`src/gsci_pkg.sv`:
```
// gas sensor curve interpolator: shared types, constants and helpers
// used by the top level, the serial divider and the port checker
package gsci_pkg;

  localparam int CURVE_POINTS = 10;
  localparam int CIDX_W       = $clog2(CURVE_POINTS);
  localparam logic [9:0] ADC_FULL_SCALE = 10'd1023;
  localparam int CAL_LEN      = 10;

  localparam int DIV_W        = 32;
  localparam int DIV_REM_W    = 24;
  // two quotient bits per cycle
  localparam int DIV_STEPS    = DIV_W / 2;
  localparam int DIV_CNT_W    = $clog2(DIV_STEPS);

  localparam int CFG_IDX_W    = 1;
  localparam logic [CFG_IDX_W-1:0] REG_LOAD_RES = 1'd0;
  localparam logic [CFG_IDX_W-1:0] REG_CAL_MODE = 1'd1;
  localparam logic [15:0] LOAD_RES_RESET = 16'd1000;

  typedef enum logic [1:0] {
    CMD_MEASURE = 2'd0,
    CMD_CAL     = 2'd1,
    CMD_LOAD    = 2'd2,
    CMD_RSVD    = 2'd3
  } cmd_t;

  typedef enum logic [2:0] {
    ST_OK           = 3'd0,
    ST_OUT_OF_CURVE = 3'd1,
    ST_INVALID      = 3'd2,
    ST_ACCEPTED     = 3'd3,
    ST_CAL_DONE     = 3'd4
  } status_t;

  typedef struct packed {
    cmd_t        cmd;
    logic [9:0]  sample;
    logic [3:0]  point_index;
    logic [23:0] point_ratio;
    logic [31:0] point_density;
  } gsci_in_t;

  typedef struct packed {
    logic [31:0] density;
    logic [15:0] sensor_resistance;
    logic [23:0] ratio;
    status_t     status;
  } gsci_out_t;

  typedef struct packed {
    logic                 start;
    logic [DIV_REM_W-1:0] rem_init;
    logic [DIV_W-1:0]     dividend;
    logic [DIV_REM_W-1:0] divisor;
  } div_req_t;

  typedef struct packed {
    logic             done;
    logic [DIV_W-1:0] quotient;
  } div_rsp_t;

  // floor(x / 10) by reciprocal, exact for every 14-bit x
  function automatic logic [10:0] div10(input logic [13:0] x);
    logic [29:0] p;
    p = x * 16'd52429;
    return p[29:19];
  endfunction

endpackage

```
`src/gsci_div.sv`:
```
// serial restoring divider, two quotient bits per cycle
// depends on gsci_pkg for widths and request/response types
module gsci_div import gsci_pkg::*; (
  input  logic     clk,
  input  logic     rst,
  input  div_req_t req,
  output div_rsp_t rsp
);

  logic                 run;
  logic                 done;
  logic [DIV_CNT_W-1:0] cnt;
  logic [DIV_REM_W-1:0] rem;
  logic [DIV_REM_W-1:0] dsr;
  logic [DIV_W-1:0]     quo;
  logic [DIV_REM_W:0]   t1;
  logic [DIV_REM_W:0]   t2;

  function automatic logic [DIV_REM_W:0] rstep(input logic [DIV_REM_W-1:0] r,
                                               input logic b,
                                               input logic [DIV_REM_W-1:0] d);
    logic [DIV_REM_W:0] s;
    logic [DIV_REM_W:0] t;
    s = {r, b};
    t = s - {1'b0, d};
    if (s >= {1'b0, d}) begin
      return {1'b1, t[DIV_REM_W-1:0]};
    end
    return {1'b0, s[DIV_REM_W-1:0]};
  endfunction

  always_comb begin
    t1 = rstep(rem, quo[DIV_W-1], dsr);
    t2 = rstep(t1[DIV_REM_W-1:0], quo[DIV_W-2], dsr);
  end

  always_ff @(posedge clk) begin
    if (rst) begin
      run  <= 1'b0;
      done <= 1'b0;
      cnt  <= '0;
    end else begin
      done <= 1'b0;
      if (req.start) begin
        run <= 1'b1;
        cnt <= '0;
      end else if (run) begin
        cnt <= cnt + 1'b1;
        if (cnt == DIV_CNT_W'(DIV_STEPS - 1)) begin
          run  <= 1'b0;
          done <= 1'b1;
        end
      end
    end
  end

  always_ff @(posedge clk) begin
    if (req.start) begin
      rem <= req.rem_init;
      quo <= req.dividend;
      dsr <= req.divisor;
    end else if (run) begin
      rem <= t2[DIV_REM_W-1:0];
      quo <= {quo[DIV_W-3:0], t1[DIV_REM_W], t2[DIV_REM_W]};
    end
  end

  assign rsp.done     = done;
  assign rsp.quotient = quo;

endmodule

```
`src/gas_sensor_curve_interpolator.sv`:
```
// gas sensor curve interpolator top level: control, calibration, curve store
// depends on gsci_pkg and gsci_div
//
// Input words arrive on in_valid/in_stall/in_word, results leave on
// out_valid/out_stall/out_word, one result word per input word, in order.
// Registers are written through cfg_wen/cfg_index/cfg_data; the user must
// write them only while idle, as the block itself does not enforce this.
// A measure word runs three divisions on the shared serial divider (sensor
// resistance, reference resistance, ratio), a scan over the curve points
// one per cycle, and a fourth division for the interpolation. A measurement
// ends early on a zero sample, a zero reference reading, a zero reference
// resistance or no matching segment. The input is free again the cycle
// after a result is written.
// One word is in work at a time; in_stall is high while it is. A finished
// result sits in the output register while the receiver stalls, and the next
// input word is taken meanwhile; its result waits until the register frees.
// Reset clears the sums, counters and reference reading, sets the load
// resistance to 1000 ohms and calibration to ten samples. Curve points hold
// no value until loaded.
module gas_sensor_curve_interpolator import gsci_pkg::*; (
  input  logic                 clk,
  input  logic                 rst,
  input  logic                 in_valid,
  output logic                 in_stall,
  input  gsci_in_t             in_word,
  output logic                 out_valid,
  input  logic                 out_stall,
  output gsci_out_t            out_word,
  input  logic                 cfg_wen,
  input  logic [CFG_IDX_W-1:0] cfg_index,
  input  logic [15:0]          cfg_data
);

  typedef enum logic [3:0] {
    S_IDLE, S_MEAS, S_RS_DIV, S_R0_DIV, S_RATIO_DIV, S_SEARCH,
    S_INT, S_INT_DIV, S_CAL_GRP, S_CAL_OUT, S_DONE
  } state_t;

  localparam logic [CIDX_W-1:0] LAST_IDX = CIDX_W'(CURVE_POINTS - 1);

  state_t      state;
  logic [15:0] load_res;
  logic        cal_mode;
  logic [9:0]  ref_reading;
  logic [13:0] group_sum;
  logic [13:0] outer_sum;
  logic [3:0]  sample_count;
  logic [3:0]  group_count;

  logic [23:0] curve_ratio [CURVE_POINTS];
  logic [31:0] curve_density [CURVE_POINTS];

  logic [9:0]        sample_r;
  logic [15:0]       rs_r;
  logic [23:0]       ratio_r;
  logic [31:0]       dens_r;
  status_t           status_r;
  logic [CIDX_W-1:0] scan_idx;
  logic [23:0]       prev_ratio;
  logic [31:0]       prev_dens;
  logic [23:0]       span;
  logic [23:0]       dx;
  logic [31:0]       dd;
  logic [31:0]       seg_d0;
  logic              seg_neg;

  div_req_t    div_req;
  div_rsp_t    div_rsp;
  logic [15:0] q_sat16;
  logic [23:0] cur_ratio;
  logic [31:0] cur_dens;
  logic [13:0] gsum_add;
  logic [3:0]  cnt_add;
  logic [10:0] gavg;
  logic [10:0] oavg;
  logic [13:0] outer_add;
  logic [3:0]  gcnt_add;
  logic [55:0] int_prod;

  function automatic logic [25:0] res_num(input logic [15:0] l, input logic [9:0] a);
    logic [9:0] diff;
    diff = (a >= ADC_FULL_SCALE) ? 10'd0 : ADC_FULL_SCALE - a;
    return l * diff;
  endfunction

  gsci_div u_div (
    .clk (clk),
    .rst (rst),
    .req (div_req),
    .rsp (div_rsp)
  );

  assign in_stall  = (state != S_IDLE);
  assign q_sat16   = (|div_rsp.quotient[31:16]) ? 16'hFFFF : div_rsp.quotient[15:0];
  assign cur_ratio = curve_ratio[scan_idx];
  assign cur_dens  = curve_density[scan_idx];
  assign gsum_add  = group_sum + 14'(in_word.sample);
  assign cnt_add   = sample_count + 4'd1;
  assign gavg      = div10(group_sum);
  assign oavg      = div10(outer_sum);
  assign outer_add = outer_sum + 14'(gavg);
  assign gcnt_add  = group_count + 4'd1;
  assign int_prod  = dd * dx;

  always_comb begin
    div_req = '0;
    unique case (state)
      S_MEAS: begin
        div_req.start    = (sample_r != 10'd0);
        div_req.dividend = {6'd0, res_num(load_res, sample_r)};
        div_req.divisor  = {14'd0, sample_r};
      end
      S_RS_DIV: begin
        div_req.start    = div_rsp.done && (ref_reading != 10'd0);
        div_req.dividend = {6'd0, res_num(load_res, ref_reading)};
        div_req.divisor  = {14'd0, ref_reading};
      end
      S_R0_DIV: begin
        div_req.start    = div_rsp.done && (q_sat16 != 16'd0);
        div_req.dividend = {rs_r, 16'd0};
        div_req.divisor  = {8'd0, q_sat16};
      end
      S_INT: begin
        div_req.start    = 1'b1;
        div_req.rem_init = int_prod[55:32];
        div_req.dividend = int_prod[31:0];
        div_req.divisor  = span;
      end
      default: div_req = '0;
    endcase
  end

  always_ff @(posedge clk) begin
    if (rst) begin
      state        <= S_IDLE;
      out_valid    <= 1'b0;
      load_res     <= LOAD_RES_RESET;
      cal_mode     <= 1'b0;
      ref_reading  <= '0;
      group_sum    <= '0;
      outer_sum    <= '0;
      sample_count <= '0;
      group_count  <= '0;
    end else begin
      if (cfg_wen) begin
        unique case (cfg_index)
          REG_LOAD_RES: load_res <= cfg_data;
          REG_CAL_MODE: cal_mode <= cfg_data[0];
        endcase
      end
      if (out_valid && !out_stall && state != S_DONE) begin
        out_valid <= 1'b0;
      end
      unique case (state)
        S_IDLE: begin
          if (in_valid) begin
            sample_r <= in_word.sample;
            rs_r     <= '0;
            ratio_r  <= '0;
            dens_r   <= '0;
            status_r <= ST_ACCEPTED;
            unique case (in_word.cmd)
              CMD_MEASURE: state <= S_MEAS;
              CMD_CAL: begin
                group_sum <= gsum_add;
                if (cnt_add < 4'(CAL_LEN)) begin
                  sample_count <= cnt_add;
                  state        <= S_DONE;
                end else begin
                  state <= S_CAL_GRP;
                end
              end
              CMD_LOAD: begin
                if (int'(in_word.point_index) < CURVE_POINTS) begin
                  curve_ratio[CIDX_W'(in_word.point_index)]   <= in_word.point_ratio;
                  curve_density[CIDX_W'(in_word.point_index)] <= in_word.point_density;
                end
                state <= S_DONE;
              end
              CMD_RSVD: state <= S_DONE;
            endcase
          end
        end
        S_CAL_GRP: begin
          group_sum    <= '0;
          sample_count <= '0;
          if (!cal_mode) begin
            ref_reading <= gavg[9:0];
            outer_sum   <= '0;
            group_count <= '0;
            status_r    <= ST_CAL_DONE;
            state       <= S_DONE;
          end else if (gcnt_add < 4'(CAL_LEN)) begin
            outer_sum   <= outer_add;
            group_count <= gcnt_add;
            state       <= S_DONE;
          end else begin
            outer_sum <= outer_add;
            state     <= S_CAL_OUT;
          end
        end
        S_CAL_OUT: begin
          ref_reading <= oavg[9:0];
          outer_sum   <= '0;
          group_count <= '0;
          status_r    <= ST_CAL_DONE;
          state       <= S_DONE;
        end
        S_MEAS: begin
          if (sample_r == 10'd0) begin
            status_r <= ST_INVALID;
            state    <= S_DONE;
          end else begin
            state <= S_RS_DIV;
          end
        end
        S_RS_DIV: begin
          if (div_rsp.done) begin
            rs_r <= q_sat16;
            if (ref_reading == 10'd0) begin
              status_r <= ST_INVALID;
              state    <= S_DONE;
            end else begin
              state <= S_R0_DIV;
            end
          end
        end
        S_R0_DIV: begin
          if (div_rsp.done) begin
            if (q_sat16 == 16'd0) begin
              status_r <= ST_INVALID;
              state    <= S_DONE;
            end else begin
              state <= S_RATIO_DIV;
            end
          end
        end
        S_RATIO_DIV: begin
          if (div_rsp.done) begin
            ratio_r  <= (|div_rsp.quotient[31:24]) ? 24'hFFFFFF : div_rsp.quotient[23:0];
            scan_idx <= LAST_IDX;
            state    <= S_SEARCH;
          end
        end
        S_SEARCH: begin
          if (scan_idx == LAST_IDX) begin
            prev_ratio <= cur_ratio;
            prev_dens  <= cur_dens;
            scan_idx   <= scan_idx - 1'b1;
          end else if (prev_ratio <= ratio_r && ratio_r < cur_ratio) begin
            span    <= cur_ratio - prev_ratio;
            dx      <= ratio_r - prev_ratio;
            seg_d0  <= prev_dens;
            seg_neg <= (cur_dens < prev_dens);
            dd      <= (cur_dens < prev_dens) ? prev_dens - cur_dens : cur_dens - prev_dens;
            state   <= S_INT;
          end else if (scan_idx == '0) begin
            status_r <= ST_OUT_OF_CURVE;
            state    <= S_DONE;
          end else begin
            prev_ratio <= cur_ratio;
            prev_dens  <= cur_dens;
            scan_idx   <= scan_idx - 1'b1;
          end
        end
        S_INT: state <= S_INT_DIV;
        S_INT_DIV: begin
          if (div_rsp.done) begin
            dens_r   <= seg_neg ? seg_d0 - div_rsp.quotient : seg_d0 + div_rsp.quotient;
            status_r <= ST_OK;
            state    <= S_DONE;
          end
        end
        S_DONE: begin
          if (!out_valid || !out_stall) begin
            out_word.density           <= dens_r;
            out_word.sensor_resistance <= rs_r;
            out_word.ratio             <= ratio_r;
            out_word.status            <= status_r;
            out_valid                  <= 1'b1;
            state                      <= S_IDLE;
          end
        end
      endcase
    end
  end

endmodule

```
`config.mk`:
```
export PLATFORM = sky130hd
export DESIGN_NAME = gas_sensor_curve_interpolator
export DESIGN_NICKNAME = d
export VERILOG_FILES = /design/src/gsci_pkg.sv /design/src/gsci_div.sv /design/src/gas_sensor_curve_interpolator.sv
export SDC_FILE = /design/constraint.sdc
export NUM_CORES = 2
export LEC_CHECK = 0
export BUFFER_PORTS_ARGS = -buffer_cell sky130_fd_sc_hd__buf_2
export CAP_MARGIN = 10
export CORE_MARGIN = 10
export CORE_UTILIZATION = 55
export CTS_BUF_LIST = sky130_fd_sc_hd__clkbuf_4 sky130_fd_sc_hd__clkbuf_8
export DETAILED_ROUTE_END_ITERATION = 16
export PLACE_DENSITY = 0.74
export SLEW_MARGIN = 10
export SYNTH_ARGS = -nofsm -noshare
export SYNTH_HDL_FRONTEND = slang
export SYNTH_SLANG_ARGS = --single-unit
```
`constraint.sdc`:
```
create_clock -name clk -period 8.01 [get_ports clk]
set_input_delay 0.801 -clock clk [delete_from_list [all_inputs] [get_ports clk]]
set_output_delay 0.801 -clock clk [all_outputs]
set_load 0.03 [all_outputs]
```
==> impl_summary.txt <==
----------------------------------------------------
[Status]
  Run status ... complete, no violations

[Synth]
  Most area-consuming cells after synthesis ... sky130_fd_sc_hd__edfxtp_1, sky130_fd_sc_hd__fa_1, sky130_fd_sc_hd__ha_1
  Library cell with the largest summed area after synthesis ... sky130_fd_sc_hd__edfxtp_1
  Synthesized instance count ... 8469
  Mean instance size in the synthesized netlist ... 10.9 um2
  Area fraction of the dominant cell type after synthesis ... 0.317
  Fraction of registers with async set or reset after synthesis ... 0
  Synthesis-stage register bit count ... 1051
  Cell Area, Synth ... 0.0920 mm2
  Main flop type after synthesis ... sky130_fd_sc_hd__edfxtp_1
  Number of distinct standard cells referenced by the synthesized netlist ... 89
  Number of flops mapped to enable cells by yosys ... 973
  Synth Net Count ... 10.3k
  Post-synthesis sequential area ratio ... 0.334
  Warnings from Yosys ... 0

[Pwr]
  Combinational share of power ... 0.569
  Cell area power density ... 283 mW/mm2
  Sequential group share of total power ... 0.251
  Net switching power of the design ... 12500 uW
  Switching part of the total power ... 0.442
  Cell-internal power ... 15800 uW
  Max rail drop VDD ... 0.978 mV
  Clk network pwr share ... 0.180
  Leakage ... 0.0451 uW

[Die]
  FP Rows ... 150
  Placeable Area ... 0.167 mm2
  Overall die width ... 429 um
  Die Span Y ... 429 um
  Area enclosed by the die boundary ... 0.184 mm2
  Effective utilization at floorplan ... 0.552
  Top-Level Pins ... 171

[Clocking]
  H-tree depth ... 4
  Clk buf depth ... 3
  Clock edge transition at the registers on the reported setup and hold paths ... 0.07 ns
  CTS tree ... done
  CTS root buf ... sky130_fd_sc_hd__clkbuf_8
  Number of clock sinks seen by CTS ... 1051
  Post-cts hold buffer count ... 0
  Insertion delay to the later sink of the worst-skew pair ... 0.93 ns
  Num CTS Buffers ... 174

[Timing]
  Max-Slew Margin vs Limit ... 0.155
  Transition time of the tightest slew-check pin ... 1.25 ns
  Final critical-path setup slack ... 0.239 ns
  Crit path time final ... 7.77 ns
  Setup clock skew after layout ... 0.0695 ns
  Achievable frequency ... 0.129 GHz
  Setup Total Neg Slack ... 0 ns
  Final Cycle Share ... 0.970
  Final setup vio count ... 0
  Total count of hold-check failures in the final report ... 0
  Pins Over Slew Limit ... 0

[Route]
  Total length of routed wires ... 251000 um
  Vias ... 63.5k
  Detailed-route vias per instance ... 5.76
  Post-DR wirelength/cell ... 22.8 um
  Remaining routing DRC violations ... 0
  Drt first-iter violations ... 5759
  DRT Pass-1 Iters ... 9
  Number of nets with antenna violations after detailed routing ... 0

[Placement]
  Number of buffers inserted by port buffering ... 170
  Sum of net half-perimeters after detailed placement ... 197000 um
  Last weighted congestion value of the routability-driven placer ... 0.975
  Setup WS pre-CTS ... -0.00237 ns

[Global route]
  Initial antenna violation count ... 26
  Total GRT Usage ... 0.274
  Number of global-route vias before repair ... 66.2k
  Global route overflow ... 0
  Wire length of the first global-routing pass ... 392000 um
  Largest net degree at the start of global routing ... 73

[Setup path]
  CP Launch Type ... flip-flop
  Arr. time, crit path ... 8.40 ns
  Crit path top cell by count ... sky130_fd_sc_hd__fa_1
  Maximum fanout along the worst path ... 32
  Crit path largest cell delay ... 0.62 ns
  Critical path's slowest cell ... sky130_fd_sc_hd__o31ai_1
  Kind of critical path ... flip-flop to flip-flop
  Required time reported for the critical path endpoint ... 8.64 ns
  Crit end category ... flip-flop

[Run]
  Number of max-cap violations ... 0

[Layout]
  Layout Area Growth over Synthesis ... 8.80%
  Layout net count ... 10.5k
  Fraction of layout cells with a size suffix above 1 ... 0.105

[Min path]
  Classification of the worst-slack hold path ... input port to flip-flop

----------------------------------------------------
## layout by cell type, fill, tap and decap left out, types with 19 or more instances in the layout
cell and count:
sky130_fd_sc_hd__inv_1 1412, sky130_fd_sc_hd__fa_1 995, sky130_fd_sc_hd__edfxtp_1 973, sky130_fd_sc_hd__ha_1 748, sky130_fd_sc_hd__nand2_1 668, sky130_fd_sc_hd__and2_1 418, sky130_fd_sc_hd__nor2_1 338, sky130_fd_sc_hd__a21oi_1 324
sky130_fd_sc_hd__o21ai_0 255, sky130_fd_sc_hd__nand2b_1 214, sky130_fd_sc_hd__nor2b_1 206, sky130_fd_sc_hd__buf_4 206, sky130_fd_sc_hd__xnor2_1 195, sky130_fd_sc_hd__clkbuf_8 177, sky130_fd_sc_hd__buf_2 170, sky130_fd_sc_hd__a21o_1 135
sky130_fd_sc_hd__mux4_2 112, sky130_fd_sc_hd__xor2_1 103, sky130_fd_sc_hd__mux2i_1 101, sky130_fd_sc_hd__dfxtp_1 73, sky130_fd_sc_hd__nand3_1 72, sky130_fd_sc_hd__nor3_1 64, sky130_fd_sc_hd__o21a_1 61, sky130_fd_sc_hd__mux2_2 61
sky130_fd_sc_hd__clkbuf_4 57, sky130_fd_sc_hd__o21bai_1 52, sky130_fd_sc_hd__o22ai_1 36, sky130_fd_sc_hd__nand4_1 34, sky130_fd_sc_hd__a211oi_1 31, sky130_fd_sc_hd__clkinv_1 28, sky130_fd_sc_hd__a31oi_1 26, sky130_fd_sc_hd__and3_1 26
sky130_fd_sc_hd__clkinv_2 22, sky130_fd_sc_hd__o211ai_1 21, sky130_fd_sc_hd__a21boi_0 19, sky130_fd_sc_hd__a221oi_1 19, sky130_fd_sc_hd__a22oi_1 19, sky130_fd_sc_hd__buf_12 19
## power by group through the flow
stage	registers, uW	clock network, uW	logic [uW]
5_1_grt	7110	5430	18000
6_report	7110	5100	16100
3_3_place_gp	7180	0	15400
4_1_cts	7070	5180	15900
3_5_place_dp	7170	0	15800
2_1_floorplan	6880	0	11600
## path summary, 6_finish.rpt
path / start / to / slack [ns] / cells after the start
setup / recovery: dx[3] / u_div.rem[16] / 0.24 / 27
hold / removal: cfg_data[3] / load_res[3] / 0.13 / 3
setup reg to reg: dx[3] / u_div.rem[16] / 0.24 / 27
hold reg to reg: dens_r[12] / out_word[55] / 0.41 / 0
## logic make-up (layout without fill, tap and decap cells)
group	count (synthesis)	count (layout)	share of synthesized area
compound gates	1177	1177	0.0822
xor+xnor	299	299	0.0285
fa+ha+maj	1743	1743	0.318
buf+inv	1771	2121	0.0726
flops	1051	1051	0.334
mux	274	274	0.0459
other cells	0	4	0
simple gates	2154	2154	0.118
## cell type report
type | count | area [um2]
fillers | 13400 | 66700
multi-input cells | 5647 | 54800
flip-flops and latches | 1051 | 30800
inverters | 1413 | 5310
clock buffers | 234 | 2860
repair buffers | 395 | 2780
well taps | 2204 | 2760
clock inverters | 79 | 838
diodes | 4 | 10.0
## stage by stage
step           utilization  hold slack, ns  cell area, um2  std cells  power [uW]
5_1_grt              0.600           0.104          100000      11000       30500
6_report             0.600           0.130          100000      11000       28400
3_5_place_dp         0.576           0.405           96200      10700       23000
3_3_place_gp         0.576           0.403           96200      10700       22600
4_1_cts              0.599          0.0524           99900      11000       28200
2_1_floorplan            -           0.400           92000       8469       18500
## critical path: cells and delay by family, from the launching register on
family | cells | cell delay (ns)
AOI/OAI and AO/OA | 8 | 2.12
xor gates and xnor gates | 1 | 0.17
adders and majority gates | 8 | 3.95
buffers and inverters | 7 | 0.63
DFF | 1 | 0.38
and+or+nand+nor | 3 | 0.22
## synthesized netlist by cell type (21+ instances only)
cell                       count
sky130_fd_sc_hd__inv_1      1412
sky130_fd_sc_hd__fa_1        995
sky130_fd_sc_hd__edfxtp_1    973
sky130_fd_sc_hd__ha_1        748
sky130_fd_sc_hd__nand2_1     668
sky130_fd_sc_hd__and2_1      418
sky130_fd_sc_hd__nor2_1      340
sky130_fd_sc_hd__a21oi_1     331
sky130_fd_sc_hd__clkbuf_1    313
sky130_fd_sc_hd__o21ai_0     258
sky130_fd_sc_hd__nand2b_1    215
sky130_fd_sc_hd__nor2b_1     206
sky130_fd_sc_hd__xnor2_1     195
sky130_fd_sc_hd__a21o_1      135
sky130_fd_sc_hd__mux4_2      112
sky130_fd_sc_hd__xor2_1      104
sky130_fd_sc_hd__mux2i_1     101
sky130_fd_sc_hd__dfxtp_1      78
sky130_fd_sc_hd__nand3_1      72
sky130_fd_sc_hd__nor3_1       69
sky130_fd_sc_hd__mux2_2       61
sky130_fd_sc_hd__o21a_1       61
sky130_fd_sc_hd__o21bai_1     52
sky130_fd_sc_hd__o22ai_1      36
sky130_fd_sc_hd__nand4_1      34
sky130_fd_sc_hd__a211oi_1     33
sky130_fd_sc_hd__buf_1        29
sky130_fd_sc_hd__a31oi_1      27
sky130_fd_sc_hd__and3_1       27
sky130_fd_sc_hd__o211ai_1     21
## registers in the layout, summed over array words and instances (netlist names), 32 cells and up, named ones only
signal / count
curve_density: 320
curve_ratio: 240
out_word: 75
dd: 32
dens_r: 32
prev_dens: 32
seg_d0: 32
u_div.quo: 32
## repair_timing
item / 4_1_cts / 5_1_grt
buffers inserted: 0 / 14
pin swaps: 0 / 5
resized for setup: 2 / 21
setup endpoints to repair: 2 / 15
## routing by layer
layer | share of wire | vias to the layer above | GRT usage
met1 | 0.40 | 32100 | 0.354
met2 | 0.47 | 2356 | 0.442
met5 | 0.00046 | - | 0
met3 | 0.084 | 501 | 0.0659
met4 | 0.049 | 20 | 0.118
li1 | - | 28600 | -
No activity file was read; power rests on OpenSTA's default activity.
